## src/hdl/bbc_pkg.sv

```systemverilog
`timescale 1ns / 1ps
// ----------------------------------------------------------------------------
// bbc_pkg
// Shared types, field widths and codes of the block buffer cache engine.
// ----------------------------------------------------------------------------
package bbc_pkg;

    // Field widths of the command and result transfers
    localparam int KIND_FIELD_W   = 3;
    localparam int BLK_FIELD_W    = 24;
    localparam int IDX_FIELD_W    = 4;
    localparam int STATUS_FIELD_W = 3;
    localparam int SLOT_FIELD_W   = 4;

    // Default sizing
    localparam int NUM_BUFFERS_DEF = 16;
    localparam int BLOCK_BITS_DEF  = 24;

    // Command kinds
    localparam logic [KIND_FIELD_W-1:0] KIND_GET     = 3'd0;
    localparam logic [KIND_FIELD_W-1:0] KIND_RELEASE = 3'd1;
    localparam logic [KIND_FIELD_W-1:0] KIND_DWRITE  = 3'd2;
    localparam logic [KIND_FIELD_W-1:0] KIND_WNOW    = 3'd3;
    localparam logic [KIND_FIELD_W-1:0] KIND_FILL    = 3'd4;
    localparam logic [KIND_FIELD_W-1:0] KIND_FLUSH   = 3'd5;

    // Result status codes
    localparam logic [STATUS_FIELD_W-1:0] ST_HIT   = 3'd0;
    localparam logic [STATUS_FIELD_W-1:0] ST_ALLOC = 3'd1;
    localparam logic [STATUS_FIELD_W-1:0] ST_BUSY  = 3'd2;
    localparam logic [STATUS_FIELD_W-1:0] ST_NONE  = 3'd3;
    localparam logic [STATUS_FIELD_W-1:0] ST_WB    = 3'd4;
    localparam logic [STATUS_FIELD_W-1:0] ST_DONE  = 3'd5;

    // Free list operations, one per cycle
    typedef enum logic [1:0] {
        LST_NOP,
        LST_APPEND,
        LST_REMOVE,
        LST_MOVE_TAIL
    } t_list_op;

    typedef struct packed {
        logic [KIND_FIELD_W-1:0] kind;
        logic [BLK_FIELD_W-1:0]  block_number;
        logic [IDX_FIELD_W-1:0]  buffer_index;
    } t_cmd;

    typedef struct packed {
        logic [STATUS_FIELD_W-1:0] status;
        logic [SLOT_FIELD_W-1:0]   buf_slot;
        logic [BLK_FIELD_W-1:0]    disk_block;
        logic                      data_present;
        logic                      last;
    } t_res;

endpackage

```

## src/hdl/bbc_free_list.sv

```systemverilog
`timescale 1ns / 1ps
// ----------------------------------------------------------------------------
// bbc_free_list
// Ordered free list of buffer slots; head is the least recently released.
// Takes one append, remove-at-position or move-to-tail operation a cycle.
// ----------------------------------------------------------------------------
module bbc_free_list
    import bbc_pkg::*;
#(
    parameter int NUM_BUFFERS = NUM_BUFFERS_DEF,
    localparam int SlotW = $clog2(NUM_BUFFERS),
    localparam int CntW  = $clog2(NUM_BUFFERS + 1)
) (
    input  logic             i_clk,
    input  logic             i_rst_n,
    input  t_list_op         i_op,
    input  logic [SlotW-1:0] i_pos,
    input  logic [SlotW-1:0] i_entry,
    output logic [SlotW-1:0] o_head,
    output logic [SlotW-1:0] o_at_pos,
    output logic [CntW-1:0]  o_count
);

    logic [SlotW-1:0] r_list [NUM_BUFFERS];
    logic [SlotW-1:0] n_list [NUM_BUFFERS];
    logic [CntW-1:0]  r_count;
    logic [CntW-1:0]  n_count;

    // Shift entries behind the chosen position toward the head; place appended or moved entry at tail
    always_comb begin
        n_count = r_count;
        for (int j = 0; j < NUM_BUFFERS; j++) begin
            n_list[j] = r_list[j];
        end
        case (i_op)
            LST_APPEND: begin
                for (int j = 0; j < NUM_BUFFERS; j++) begin
                    if (j == int'(r_count)) begin
                        n_list[j] = i_entry;
                    end
                end
                n_count = r_count + CntW'(1);
            end
            LST_REMOVE: begin
                for (int j = 0; j < NUM_BUFFERS - 1; j++) begin
                    if (j >= int'(i_pos) && j < int'(r_count) - 1) begin
                        n_list[j] = r_list[j + 1];
                    end
                end
                n_count = r_count - CntW'(1);
            end
            LST_MOVE_TAIL: begin
                for (int j = 0; j < NUM_BUFFERS - 1; j++) begin
                    if (j >= int'(i_pos) && j < int'(r_count) - 1) begin
                        n_list[j] = r_list[j + 1];
                    end
                end
                for (int j = 0; j < NUM_BUFFERS; j++) begin
                    if (j == int'(r_count) - 1) begin
                        n_list[j] = r_list[i_pos];
                    end
                end
            end
            default: begin
            end
        endcase
    end

    // Hold list and count; reset puts every slot on the list in order
    always_ff @(posedge i_clk) begin
        if (!i_rst_n) begin
            for (int j = 0; j < NUM_BUFFERS; j++) begin
                r_list[j] <= SlotW'(j);
            end
            r_count <= CntW'(NUM_BUFFERS);
        end else begin
            r_list  <= n_list;
            r_count <= n_count;
        end
    end

    assign o_head   = r_list[0];
    assign o_at_pos = r_list[i_pos];
    assign o_count  = r_count;

endmodule

```

## src/hdl/block_buffer_cache_lru.sv

```systemverilog
`timescale 1ns / 1ps
// ----------------------------------------------------------------------------
// block_buffer_cache_lru
// Tag and replacement engine of a disk block buffer cache with delayed write
// and a least recently released free list. One tag/slot comparator is shared
// by a small sequencer for lookup and free-list search.
// ----------------------------------------------------------------------------
//  channel  | ports                        | transfer when
//  ---------+------------------------------+----------------------------------
//  command  | start, busy, i_cmd           | start high while busy low
//  result   | o_strobe, o_result           | every cycle o_strobe is high
//
//  Sequence (N buffers): a get steps the tag RAM to the matching slot, then
//  the free list to that slot's place; a get miss steps all N slots, then
//  writes back each dirty head before allocating a clean one. A flush writes
//  back each dirty free buffer; release, write, fill and unknown kinds act
//  at once. The comparator steps one entry a cycle; the tag read is registered.
//  Reset is synchronous; the engine is ready in the cycle after reset.
//  Results are shown one cycle each and cannot be held off.
// ----------------------------------------------------------------------------
module block_buffer_cache_lru
    import bbc_pkg::*;
#(
    parameter int NUM_BUFFERS = NUM_BUFFERS_DEF,
    parameter int BLOCK_BITS  = BLOCK_BITS_DEF
) (
    input  logic i_clk,
    input  logic i_rst_n,
    input  logic start,
    input  t_cmd i_cmd,
    output logic busy,
    output logic o_strobe,
    output t_res o_result
);

    localparam int SlotW = $clog2(NUM_BUFFERS);
    localparam int CntW  = $clog2(NUM_BUFFERS + 1);
    localparam int TagW  = (BLOCK_BITS < BLK_FIELD_W) ? BLOCK_BITS : BLK_FIELD_W;
    localparam int CmpW  = (TagW > SlotW) ? TagW : SlotW;
    localparam logic [SlotW-1:0] LastSlot = SlotW'(NUM_BUFFERS - 1);

    typedef enum logic [2:0] {
        S_IDLE,
        S_LOOKUP,
        S_HIT_SCAN,
        S_MISS_HEAD,
        S_MISS_WB,
        S_FLUSH_SCAN,
        S_FLUSH_WB,
        S_ACT
    } t_state;

    t_state r_state, n_state;

    logic [KIND_FIELD_W-1:0] r_kind, n_kind;
    logic [TagW-1:0]         r_blk, n_blk;
    logic [IDX_FIELD_W-1:0]  r_idx, n_idx;
    logic [SlotW-1:0]        r_slot, n_slot;
    logic [SlotW-1:0]        r_ptr, n_ptr;
    logic [CntW-1:0]         r_pos, n_pos;
    logic [CntW-1:0]         r_left, n_left;

    logic [NUM_BUFFERS-1:0] r_valid, n_valid;
    logic [NUM_BUFFERS-1:0] r_held, n_held;
    logic [NUM_BUFFERS-1:0] r_dirty, n_dirty;
    logic [NUM_BUFFERS-1:0] r_present, n_present;

    logic [TagW-1:0]  r_tag_mem [NUM_BUFFERS];
    logic [TagW-1:0]  r_tag_q;
    logic [SlotW-1:0] r_tag_idx;
    logic [SlotW-1:0] rd_addr;
    logic             wr_en;
    logic [SlotW-1:0] wr_addr;

    t_list_op         list_op;
    logic [SlotW-1:0] list_pos;
    logic [SlotW-1:0] list_entry;
    logic [SlotW-1:0] list_head;
    logic [SlotW-1:0] list_at;
    logic [CntW-1:0]  list_count;

    logic [CmpW-1:0] cmp_a;
    logic [CmpW-1:0] cmp_b;
    logic            cmp_eq;

    logic             idx_ok;
    logic [SlotW-1:0] idx_slot;

    logic r_strobe, n_strobe;
    t_res r_res, n_res;

    function automatic t_res make_res(
        input logic [STATUS_FIELD_W-1:0] status,
        input logic [SLOT_FIELD_W-1:0]   slot,
        input logic [BLK_FIELD_W-1:0]    blk,
        input logic                      pres,
        input logic                      last
    );
        t_res res;
        res.status       = status;
        res.buf_slot     = slot;
        res.disk_block   = blk;
        res.data_present = pres;
        res.last         = last;
        return res;
    endfunction

    bbc_free_list #(
        .NUM_BUFFERS (NUM_BUFFERS)
    ) u_free_list (
        .i_clk    (i_clk),
        .i_rst_n  (i_rst_n),
        .i_op     (list_op),
        .i_pos    (list_pos),
        .i_entry  (list_entry),
        .o_head   (list_head),
        .o_at_pos (list_at),
        .o_count  (list_count)
    );

    // Shared comparator
    assign cmp_eq = (cmp_a == cmp_b);

    assign idx_ok   = (int'(r_idx) < NUM_BUFFERS);
    assign idx_slot = SlotW'(r_idx);

    // Sequencer next-state and datapath control
    always_comb begin
        n_state    = r_state;
        n_kind     = r_kind;
        n_blk      = r_blk;
        n_idx      = r_idx;
        n_slot     = r_slot;
        n_ptr      = r_ptr;
        n_pos      = r_pos;
        n_left     = r_left;
        n_valid    = r_valid;
        n_held     = r_held;
        n_dirty    = r_dirty;
        n_present  = r_present;
        n_strobe   = 1'b0;
        n_res      = r_res;
        list_op    = LST_NOP;
        list_pos   = r_pos[SlotW-1:0];
        list_entry = r_slot;
        wr_en      = 1'b0;
        wr_addr    = r_slot;
        rd_addr    = r_ptr;
        cmp_a      = CmpW'(r_tag_q);
        cmp_b      = CmpW'(r_blk);

        case (r_state)
            S_IDLE: begin
                if (start) begin
                    n_kind = i_cmd.kind;
                    n_blk  = TagW'(i_cmd.block_number);
                    n_idx  = i_cmd.buffer_index;
                    if (i_cmd.kind == KIND_GET) begin
                        rd_addr = '0;
                        n_ptr   = SlotW'(1);
                        n_state = S_LOOKUP;
                    end else if (i_cmd.kind == KIND_FLUSH) begin
                        n_pos   = '0;
                        n_left  = list_count;
                        n_state = S_FLUSH_SCAN;
                    end else begin
                        rd_addr = SlotW'(i_cmd.buffer_index);
                        n_state = S_ACT;
                    end
                end
            end

            // Step the tag RAM one entry a cycle against the requested block
            S_LOOKUP: begin
                if (r_valid[r_tag_idx] && cmp_eq) begin
                    if (r_held[r_tag_idx]) begin
                        n_strobe = 1'b1;
                        n_res    = make_res(ST_BUSY, SLOT_FIELD_W'(r_tag_idx),
                                            BLK_FIELD_W'(r_blk),
                                            r_present[r_tag_idx], 1'b1);
                        n_state  = S_IDLE;
                    end else begin
                        n_slot  = r_tag_idx;
                        n_pos   = '0;
                        n_state = S_HIT_SCAN;
                    end
                end else if (r_tag_idx == LastSlot) begin
                    n_state = S_MISS_HEAD;
                end else if (r_ptr != LastSlot) begin
                    n_ptr = r_ptr + SlotW'(1);
                end
            end

            // Find the hit slot's place in the free list and take it out
            S_HIT_SCAN: begin
                cmp_a = CmpW'(list_at);
                cmp_b = CmpW'(r_slot);
                if (cmp_eq) begin
                    list_op         = LST_REMOVE;
                    n_held[r_slot]  = 1'b1;
                    n_strobe        = 1'b1;
                    n_res           = make_res(ST_HIT, SLOT_FIELD_W'(r_slot),
                                               BLK_FIELD_W'(r_blk),
                                               r_present[r_slot], 1'b1);
                    n_state         = S_IDLE;
                end else begin
                    n_pos = r_pos + CntW'(1);
                end
            end

            // Allocate the head, or write back a dirty head first
            S_MISS_HEAD: begin
                rd_addr = list_head;
                if (list_count == '0) begin
                    n_strobe = 1'b1;
                    n_res    = make_res(ST_NONE, '0, BLK_FIELD_W'(r_blk), 1'b0, 1'b1);
                    n_state  = S_IDLE;
                end else if (r_dirty[list_head]) begin
                    n_slot  = list_head;
                    n_state = S_MISS_WB;
                end else begin
                    list_op              = LST_REMOVE;
                    list_pos             = '0;
                    n_held[list_head]    = 1'b1;
                    n_dirty[list_head]   = 1'b0;
                    n_present[list_head] = 1'b0;
                    n_valid[list_head]   = 1'b1;
                    wr_en                = 1'b1;
                    wr_addr              = list_head;
                    n_strobe             = 1'b1;
                    n_res                = make_res(ST_ALLOC, SLOT_FIELD_W'(list_head),
                                                    BLK_FIELD_W'(r_blk), 1'b0, 1'b1);
                    n_state              = S_IDLE;
                end
            end

            // Write back the head, clean it and rotate it to the tail
            S_MISS_WB: begin
                n_dirty[r_slot] = 1'b0;
                list_op         = LST_MOVE_TAIL;
                list_pos        = '0;
                n_strobe        = 1'b1;
                n_res           = make_res(ST_WB, SLOT_FIELD_W'(r_slot),
                                           BLK_FIELD_W'(r_tag_q),
                                           r_present[r_slot], 1'b0);
                n_state         = S_MISS_HEAD;
            end

            // Walk the free list; leave clean entries, move dirty ones to the tail
            S_FLUSH_SCAN: begin
                rd_addr = list_at;
                if (r_left == '0) begin
                    n_strobe = 1'b1;
                    n_res    = make_res(ST_DONE, '0, '0, 1'b0, 1'b1);
                    n_state  = S_IDLE;
                end else if (r_dirty[list_at]) begin
                    n_slot  = list_at;
                    n_state = S_FLUSH_WB;
                end else begin
                    n_pos  = r_pos + CntW'(1);
                    n_left = r_left - CntW'(1);
                end
            end

            // Write back a dirty free buffer and move it behind the clean ones
            S_FLUSH_WB: begin
                n_dirty[r_slot] = 1'b0;
                list_op         = LST_MOVE_TAIL;
                n_left          = r_left - CntW'(1);
                n_strobe        = 1'b1;
                n_res           = make_res(ST_WB, SLOT_FIELD_W'(r_slot),
                                           BLK_FIELD_W'(r_tag_q),
                                           r_present[r_slot], 1'b0);
                n_state         = S_FLUSH_SCAN;
            end

            // Release, write, fill and unknown kinds
            S_ACT: begin
                n_strobe   = 1'b1;
                n_state    = S_IDLE;
                list_entry = idx_slot;
                if (!(r_kind inside {KIND_RELEASE, KIND_DWRITE, KIND_WNOW, KIND_FILL})) begin
                    n_res = make_res(ST_DONE, '0, '0, 1'b0, 1'b1);
                end else if (!idx_ok) begin
                    n_res = make_res(ST_DONE, r_idx, '0, 1'b0, 1'b1);
                end else if (!r_held[idx_slot]) begin
                    n_res = make_res(ST_DONE, r_idx, '0, r_present[idx_slot], 1'b1);
                end else begin
                    case (r_kind)
                        KIND_RELEASE: begin
                            n_held[idx_slot] = 1'b0;
                            list_op          = LST_APPEND;
                            n_res = make_res(ST_DONE, r_idx, '0, r_present[idx_slot], 1'b1);
                        end
                        KIND_DWRITE: begin
                            n_held[idx_slot]    = 1'b0;
                            n_dirty[idx_slot]   = 1'b1;
                            n_present[idx_slot] = 1'b1;
                            list_op             = LST_APPEND;
                            n_res = make_res(ST_DONE, r_idx, '0, 1'b1, 1'b1);
                        end
                        KIND_WNOW: begin
                            n_held[idx_slot]  = 1'b0;
                            n_dirty[idx_slot] = 1'b0;
                            list_op           = LST_APPEND;
                            n_res = make_res(ST_WB, r_idx, BLK_FIELD_W'(r_tag_q),
                                             r_present[idx_slot], 1'b1);
                        end
                        default: begin
                            n_present[idx_slot] = 1'b1;
                            n_res = make_res(ST_DONE, r_idx, '0, 1'b1, 1'b1);
                        end
                    endcase
                end
            end

            default: begin
                n_state = S_IDLE;
            end
        endcase
    end

    // Hold state, captured command, flags and the registered result
    always_ff @(posedge i_clk) begin
        if (!i_rst_n) begin
            r_state   <= S_IDLE;
            r_strobe  <= 1'b0;
            r_valid   <= '0;
            r_held    <= '0;
            r_dirty   <= '0;
            r_present <= '0;
        end else begin
            r_state   <= n_state;
            r_strobe  <= n_strobe;
            r_valid   <= n_valid;
            r_held    <= n_held;
            r_dirty   <= n_dirty;
            r_present <= n_present;
        end
        r_res  <= n_res;
        r_kind <= n_kind;
        r_blk  <= n_blk;
        r_idx  <= n_idx;
        r_slot <= n_slot;
        r_ptr  <= n_ptr;
        r_pos  <= n_pos;
        r_left <= n_left;
    end

    // Tag RAM: one write port, one registered read port
    always_ff @(posedge i_clk) begin
        if (wr_en) begin
            r_tag_mem[wr_addr] <= r_blk;
        end
        r_tag_q   <= r_tag_mem[rd_addr];
        r_tag_idx <= rd_addr;
    end

    assign busy     = (r_state != S_IDLE);
    assign o_strobe = r_strobe;
    assign o_result = r_res;

endmodule
```

## config.mk

```make
export PLATFORM = sky130hd
export DESIGN_NAME = block_buffer_cache_lru
export DESIGN_NICKNAME = d
export VERILOG_FILES = /design/src/hdl/bbc_pkg.sv /design/src/hdl/bbc_free_list.sv /design/src/hdl/block_buffer_cache_lru.sv
export SDC_FILE = /design/constraint.sdc
export NUM_CORES = 1
export LEC_CHECK = 0
export BUFFER_PORTS_ARGS = -buffer_cell sky130_fd_sc_hd__buf_4
export CORE_MARGIN = 2
export CORE_UTILIZATION = 57
export DETAILED_ROUTE_END_ITERATION = 6
export MAX_ROUTING_LAYER = met4
export PLACE_DENSITY = 0.74
export SLEW_MARGIN = 30
export SYNTH_ARGS = -nofsm -noshare
export SYNTH_HDL_FRONTEND = slang
export SYNTH_SLANG_ARGS = --single-unit
```

## constraint.sdc

```tcl
create_clock -name i_clk -period 15.8 [get_ports i_clk]
set_clock_uncertainty 0.1 [all_clocks]
set_input_delay 4.74 -clock i_clk [delete_from_list [all_inputs] [get_ports i_clk]]
set_output_delay 4.74 -clock i_clk [all_outputs]
set_load 0.005 [all_outputs]
```

## After elaboration in Yosys (flattened, before gate mapping)

Memories as Yosys holds them, arrays and structs flattened. A register that Yosys moved wholly into a read port is not among the register bits.
Cells that the tools add are included.

| word-level totals | value |
|---|---|
| memory bits (writable) | 384 |
| bits of input ports | 34 |
| memories | 1 |
| flip-flop bits (word level) | 223 |

Memory list:

| memory | depth | bits a word | rd ports | clocked after Yosys merged registers in | write ports | line | text |
|---|---|---|---|---|---|---|---|
| r_tag_mem | 16 | 24 | 1 | 1 | 1 | block_buffer_cache_lru.sv:68 | `logic [TagW-1:0] r_tag_mem [NUM_BUFFERS];` |

| operators by class | value |
|---|---|
| add/sub/neg operators | 6 |
| equal/unequal tests | 92 |
| magnitude comparators | 39 |
| multiplexer cells | 175 |
| reductions and logical operators | 69 |
| bitwise gates (word level) | 16 |

Operators by type and width:

| operator | number |
|---|---|
| $mux 4 | 69 |
| $eq 5x32->1 const A | 8 |
| $mux 16 | 15 |
| $lt 5x32->1 const A | 7 |
| $mux 33 | 6 |
| $pmux 33 s6 | 1 |
| $pmux 60 s3 | 1 |
| $eq 4x32->1 const A | 4 |
| $lt 4x32->1 const A | 4 |
| $pmux 16 s3 | 2 |
| $and 16x16->16 | 5 |
| $or 16x16->16 | 5 |
| $mux 5 | 13 |
| $eq 3x32->1 const A | 2 |
| $lt 3x32->1 const A | 2 |
| $pmux 16 s2 | 2 |
| $mux 31 | 2 |
| $pmux 31 s2 | 1 |
| $mux 24 | 2 |
| $not 16->16 | 3 |
| $ne 2x2->1 const B | 23 |
| $eq 5x5->1 const A | 8 |
| $ne 2x1->1 const B | 17 |
| $bmux 1 s4 | 8 |
| other kinds (57) | 187 |

## Longest topological paths before layout

Gate-level depths: netlist of run 1.

| depth | value |
|---|---|
| depth after elaboration | 16 |
| gate-level depth with buffers | 25 |
| depth with buffers taken out | 21 |

## Cells and area by module

From an unflattened synthesis of run 1, not the netlist that was laid out.

| unflattened totals | value |
|---|---|
| cell total of the unflattened synthesis | 2,348 |
| area total of the unflattened synthesis | 29,271.8 sq um |

Modules (own cells, without submodules):

| module | cells each | times used | area an instance (sq um) |
|---|---|---|---|
| block_buffer_cache_lru | 1,609 | 1 | 23,482.5 |
| bbc_free_list | 739 | 1 | 5,789.3 |

## Worst setup path after synthesis of run 1

Ideal clock, no wire load.

| timing path | value |
|---|---|
| path type | input -> register |
| start | input port start |
| end | register r_tag_q[10], read port of r_tag_mem |
| stages on the path | 11 |
| setup slack | 8.017 ns |
| arrival | 7.545 ns |
| required time | 15.562 ns |
| path buffers | 3 |
| cell sequence | nand2_1 nor2_1 o21a_1 a22oi_1 a21boi_1 buf_2 buf_4 buf_4 mux2i_1 a22oi_1 o221ai_1 |

| between the ends | value |
|---|---|
| cells in the longest elaborated chain, start to end | 2 |

Ends and longest elaborated chain:

| element | line | text |
|---|---|---|
| start: declaration | block_buffer_cache_lru.sv:29 | `input logic start,` |
| $mux 4 | block_buffer_cache_lru.sv:154 | `if (start) begin` |
| $pmux 4 s3 | block_buffer_cache_lru.sv:152 | `case (r_state)` |
| end: declaration | block_buffer_cache_lru.sv:69 | `logic [TagW-1:0] r_tag_q;` |

Every way passes these cells.
A chain may end at the register's enable or synchronous reset.

## Worst setup path after layout of run 1

| timing path | value |
|---|---|
| start | input port start |
| end | register r_tag_q[7], read port of r_tag_mem |

Same word-level chain as after synthesis.

==> metrics, run 1 <==
status=completed; post-synthesis net count=2,486; Top Ports=69; hold path endpoint=r_valid[1]; Post-synth EDFFs=465; largest area contributor in the netlist=edfxtp_1; Root Buffer=clkbuf_16; Post-Syn Area=29,700 um^2; RSZ-0062 raised after global routing=no; worst reg2reg endpoint=u_free_list.o_count[4]; final period utilization=50.5%; Starting Density=57.7%; worst hold-check path type=register to register; yosys warns=0; post-route setup TNS=0 ns; Worst Hold Depth=2; Main synth FF type=edfxtp_1; Layout Utilization=64.4%; post-route minimum period=7.97 ns; # setup viols final=0; Post-CTS Setup Repair Bufs=0; clock tree buffer depth=3; max incr delay on CP=0.62 ns; Vias=21,300; sequential area share after synthesis=58.2%; Die Width=232 um; GRT busiest layer=met2; GPL Wtd Cong=0.961; core area=51,400 um^2; Clock Latency Late Sink=0.67 ns; hold wc startpoint=r_valid[1]; number of hold buffers added after cts=0; path depth of the worst reg2reg path=20; worst-margin pin slew=1.00 ns; largest net degree at the start of global routing=147; Routed Antenna Nets=0; crit-path most repeated cell=buf_4; Slew Limit Fails=0; total of max-cap violations=0; total grt overflow=0; dpl cell area=31,000 um^2; flops & latches, synth=630; crit path max fanout=89; wire length of the first global-routing pass=128,000 um; Worst VDD drop=0.198 mV; DRC Markers=0; CTS sink cnt=630; critical path's top delay family=buffers and inverters; Nets=2,506; Die ar.=53,900 um^2; Initial DRT Pass Iterations=6; # rows=83; Buf+Inv Stages, Crit Path=5; power density over cell area=210 nW/um^2; clk slew on worst S/H paths=0.06 ns; GRT Overall Usage=32.5%; die height=232 um; asr flop ratio synth=0%; Finished Cell Area=33,100 um^2; Yosys top cell area share=47.1%; vias in the first global route=20,700; ratio of cells with drive above 1 in the final layout=14.5%; reg2reg setup slack=9.04 ns; via density per instance=6.66; met2 Track Usage GR=51.1%; critical path data required time=16.21 ns; count leader, synth=edfxtp_1; final count of hold timing violations=0; TritonCTS buffer count=61; top cells by count, synth=edfxtp_1, mux2i_1, nor2_1; Post-Syn Area per Cell=12.2 um^2; gate count of the mapped netlist=2,436; Crit. End Element=register; DR iter-0 viols=2,466; DR WL/cell=26.7 um; final WL=85,300 um; CTS tree=yes; Startpoint Class=input pin; met1 usage=42.8%; WP data arrival=8.39 ns; Post-DP HPWL=52,700 um; initial antenna violation count=1; fmax=125 MHz; Area contributors post-synth=edfxtp_1, dfxtp_1, mux2i_1; CP max-delay cell=buf_4; start of the worst register-to-register path=u_free_list.o_head[1]; relative slew slack=33.1%; met3 usage=4.76%; port buffer count=68; leakage power=0.0116 uW; WS Path Type=input pin to register; CTS H-tree depth=2; crit-path cells=buf_4 -> nand2_1 -> nor2_4 -> buf_4 -> o21a_1 -> a21o_1 -> a21oi_4 -> buf_4 -> buf_12 -> buf_16 -> mux2_2 -> o21ai_0 -> o221ai_1; area grow syn2layout=11.5%; post-synth cell types=95; CTS resizes=0
[cells in the final DEF, fill, tap and decap left out, types with 10 or more instances in the layout]
master     Yosys  layout
edfxtp_1     465     465
mux2i_1      256     256
nor2_1       192     182
nand2_1      180     180
dfxtp_1      165     165
a21oi_1      132     131
o21ai_0      125     125
buf_4         14     114
clkbuf_16      0      61
mux2_2        48      48
nor3_1        52      46
mux4_2        42      42
nand3_1       38      38
o221ai_1      38      38
a22oi_1       37      37
inv_1         37      36
a22o_1        29      29
xnor2_1       27      27
nand2b_1      24      24
or3_1         22      22
a31oi_1       19      19
o21ai_1       19      18
o211ai_1      16      16
o21a_1        16      16
nor2b_1       15      15
o22ai_1       15      15
a211oi_1      15      15
ha_1          15      15
xor2_1        14      14
o22a_1        14      14
and2_1        13      13
nand4_1       12      12
a21o_1        12      12
a311oi_1      12      12
clkbuf_1     116      12
clkinv_2       0      12
clkinv_1       0      12
a221oi_1      11      11
nor2_4         0      10
a221o_1       10      10
[registers in the layout (all words and copies together) (netlist names), named ones only]
name	flops
r_tag_idx	4
r_blk	24
u_free_list.o_head	4
idx_slot	4
r_tag_q	24
r_valid	16
r_kind	3
r_slot	4
r_state	3
r_present	16
o_strobe	1
r_left	5
r_ptr	4
u_free_list.o_count	5
r_tag_mem	384
u_free_list.r_list	60
o_result	33
r_pos	4
r_held	16
[cell type report]
cell class	instances	area, um^2
Fill cell	3865	18300
Sequential cell	630	17300
Multi-Input combinational cell	1602	11700
Clock buffer	78	1640
Timing Repair Buffer	123	1060
Tap cell	680	851
Clock inverter	38	414
Inverter	38	143
Antenna cell	1	2.50
[per-stage QoR]
stage / power [uW] / cells / hold slack (ns) / setup WS [ns]
floorplan: 4480 / 2436 / 0.335 / 8.02
global placement: 5340 / 3066 / 0.344 / 7.40
detailed placement: 5410 / 3071 / 0.358 / 7.30
CTS: 6880 / 3187 / 0.377 / 7.96
global route: 7250 / 3190 / 0.394 / 7.64
finish: 6940 / 3190 / 0.374 / 7.83
[tightest hold or removal path, stage by stage, from the launching register on]
cell     delay, ns
dfxtp_1       0.33
nor2_1        0.05
nor2_1        0.07
[worst max-delay path by stage]
stage	start	end	slack, ns	cells after the start
6_report	start	r_tag_q[7]	7.83	13
5_1_grt	start	r_tag_q[9]	7.64	14
4_1_cts	start	r_tag_q[8]	7.96	13
3_5_place_dp	start	r_tag_q[8]	7.30	13
3_3_place_gp	start	r_tag_q[17]	7.40	13
2_1_floorplan	start	r_tag_q[10]	8.02	11
[report_power, final]
| group | leakage (uW) | switching [uW] | internal, uW |
|---|---|---|---|
| Combinational | 0.00506 | 1920 | 1170 |
| Clock | 0.000991 | 640 | 836 |
| Sequential | 0.00557 | 279 | 2100 |
[cell families (layout without fill, tap and decap cells)]
family / Yosys count / count (layout) / share of synthesized area (%)
DFF: 630 / 630 / 58.2
buffers and inverters: 204 / 277 / 2.93
adders and majority gates: 17 / 17 / 0.734
AOI/OAI and AO/OA: 587 / 587 / 13.4
other: 0 / 1 / 0
muxes: 357 / 357 / 14.1
and+or+nand+nor: 600 / 600 / 9.37
xor gates and xnor gates: 41 / 41 / 1.21
[layer usage]
| layer | part of all wire [%] | vias up | wire, um |
|---|---|---|---|
| li1 | - | 9379 | - |
| met2 | 47 | 1098 | 40200 |
| met5 | 0 | - | 0 |
| met1 | 40 | 10500 | 34400 |
| met4 | 4.2 | 0 | 3600 |
| met3 | 8.2 | 255 | 7010 |
No activity file was read; power rests on OpenSTA's default activity.
==> inputs of run 2 (changes only) <==
PLACE_DENSITY = 0.77   (was 0.74)
clock period = 6.5 ns   (was 15.8 ns; I/O delays follow)
==> metrics, run 2 (same netlist as run 1, synthesis figures left out) <==
GRT busiest layer=met2 (unchanged); CTS H-tree depth=3 (was 2); dpl ws=0.670 ns (was 7.30 ns); initial antenna violation count=0 (was 1); Startpoint Class=register (was input pin); area grow syn2layout=12.5% (was 11.5%); post-route setup TNS=0 ns (unchanged); worst hold-check path type=register to register (unchanged); final period utilization=92.0%; Most flops, register=r_tag_mem (unchanged); Routed Antenna Nets=0 (unchanged); CTS resizes=0 (unchanged); vias in the first global route=21,300 (was 20,700); total grt overflow=0 (unchanged); post-route minimum period=5.98 ns; power density over cell area=520 nW/um^2 (was 210 nW/um^2); met1 usage=41.8% (was 42.8%); # rows=83 (unchanged); critical path data required time=6.88 ns (was 16.21 ns); crit path max fanout=22 (was 89); Slew Limit Fails=0 (unchanged); Die Width=232 um (unchanged); Initial DRT Pass Iterations=5 (was 6); hold path endpoint=r_valid[2] (was r_valid[1]); worst-margin pin slew=1.04 ns (was 1.00 ns); WS Path Type=register to register (was input pin to register); die height=232 um (unchanged); highest-count cells in the layout ignoring fill and taps=edfxtp_1, mux2i_1, nor2_1, nand2_1, dfxtp_1 (unchanged); reg2reg setup slack=0.52 ns (was 9.04 ns); antenna diode count=0 (was 1); GRT Overall Usage=33.6% (was 32.5%); CTS tree=yes (unchanged); Clock Latency Late Sink=0.61 ns (was 0.67 ns); dpl cell area=31,100 um^2 (was 31,000 um^2); DRC Markers=0 (unchanged); RSZ-0062 raised after global routing=no (unchanged); worst hold slack=0.367 ns (was 0.374 ns); final count of hold timing violations=0 (unchanged); Post-DP HPWL=55,600 um (was 52,700 um); Post-CTS Setup Repair Bufs=0 (unchanged); Worst VDD drop=0.643 mV (was 0.198 mV); TritonCTS buffer count=67 (was 61); status=completed (unchanged); fmax=167 MHz; clk slew on worst S/H paths=0.06 ns (about the same); relative slew slack=30.9% (was 33.1%); Vias=21,400 (was 21,300); Sequential Area=17,300 um^2 (unchanged); met2 Track Usage GR=52.9% (was 51.1%); final WL=87,500 um (was 85,300 um); number of hold buffers added after cts=0 (unchanged); hold wc startpoint=r_valid[2] (was r_valid[1]); max incr delay on CP=0.70 ns (was 0.62 ns); ratio of cells with drive above 1 in the final layout=15.2% (was 14.5%); WP data arrival=6.37 ns (was 8.39 ns); Top Ports=69 (unchanged); worst reg2reg endpoint=u_free_list.r_list[11] (was u_free_list.o_count[4]); via density per instance=6.68 (was 6.66); Nets=2,520 (was 2,506); CP max-delay cell=dfxtp_1 (was buf_4); largest net degree at the start of global routing=146 (was 147); Filler cells=3,820 (was 3,865); Root Buffer=clkbuf_16 (unchanged); port buffer count=68 (unchanged); non-filler instance count after layout=3,204 (was 3,190); clock tree buffer depth=3 (unchanged); path depth of the worst reg2reg path=15 (was 20); Crit. End Element=register (unchanged); DR WL/cell=27.3 um (was 26.7 um); crit-path cells=mux4_2 -> mux2_4 -> mux2_4 -> o21ai_4 -> a2bb2oi_4 -> xor2_1 -> a221oi_2 -> nand2_1 -> o21a_1 -> nand2_1 -> ha_1 -> buf_4 -> or3_1 -> o211ai_1 -> a221o_1 (was buf_4 -> nand2_1 -> nor2_4 -> buf_4 -> o21a_1 -> a21o_1 -> a21oi_4 -> buf_4 -> buf_12 -> buf_16 -> mux2_2 -> o21ai_0 -> o221ai_1); Starting Density=57.7% (unchanged); start of the worst register-to-register path=u_free_list.o_head[1] (unchanged); max reg flops=384 (unchanged); PnR worst setup slack=0.517 ns (was 7.83 ns); Worst Hold Depth=2 (unchanged); met3 usage=5.73% (was 4.76%); placed cells=3,080 (was 3,071); Die ar.=53,900 um^2 (unchanged); DR iter-0 viols=2,528 (was 2,466); wire length of the first global-routing pass=131,000 um (was 128,000 um); CTS sink cnt=630 (unchanged); GPL Wtd Cong=1.05 (was 0.961); total of max-cap violations=0 (unchanged); core area=51,400 um^2 (unchanged); # setup viols final=0 (unchanged); commonest non-fill, non-tap cell in the layout=edfxtp_1 (unchanged); leakage power=0.0118 uW (was 0.0116 uW); Multi-input gate area=11,700 um^2 (about the same); Finished Cell Area=33,400 um^2 (was 33,100 um^2)
-- run 2: cell count changes in the layout (fill, tap and decap cells not counted), moves of 2 or more --
cell,delta
nor3_1,+2
clkbuf_1,-5
bufinv_16,+2
inv_6,+2
clkbuf_16,+9
clkbuf_8,-2
buf_4,+8
clkinv_8,+2
nor3_2,-2
clkinv_16,-2
-- run 2: how the worst max path moves through the flow --
stage                                       from                      to  slack [ns]  depth (start not counted)
after floorplan           u_free_list.o_count[0]             o_result[0]        0.61                         13
after global placement     u_free_list.o_head[1]  u_free_list.r_list[27]        0.84                         16
after detailed placement   u_free_list.o_head[1]  u_free_list.r_list[11]        0.67                         15
after CTS                  u_free_list.o_head[1]  u_free_list.r_list[11]        0.62                         15
after global routing       u_free_list.o_head[1]  u_free_list.r_list[27]        0.24                         16
final                      u_free_list.o_head[1]  u_free_list.r_list[11]        0.52                         15
-- run 2: layout make-up --
class / count / share of cell area [%]
well taps: 680 / 2.55
clock buffers: 80 / 5.45
multi-input cells: 1602 / 35.1
flip-flops and latches: 630 / 51.7
inverters: 38 / 0.427
repair buffers: 131 / 3.36
clock inverters: 43 / 1.41
-- run 2: per-stage QoR --
step,power (uW),utilization (%)
floorplan,10900,-
global placement,13100,60.2
detailed placement,13300,60.4
CTS,17200,64.9
global route,18100,64.9
finish,17400,64.9
-- run 2: report_power, final --
| group | total, uW | switching, uW | internal, uW |
|---|---|---|---|
| sequential | 5870 | 767 | 5100 |
| clock | 3930 | 1600 | 2330 |
| combinational | 7560 | 4670 | 2880 |
-- run 2: worst max-delay path, delay by kind of cell (launching register included) --
kind / cells / cell delay, ns
mux: 3 / 1.23
flops: 1 / 0.70
buf+inv: 1 / 0.34
fa+ha+maj: 1 / 0.35
compound gates: 6 / 2.05
simple gates: 3 / 0.91
xor+xnor: 1 / 0.16
-- run 2: metal layers --
metal  wire, um  up-vias
li1           -     9415
met1      33500    10400
met2      41600     1187
met3       7190      347
met4       5190        0
met5          0        -
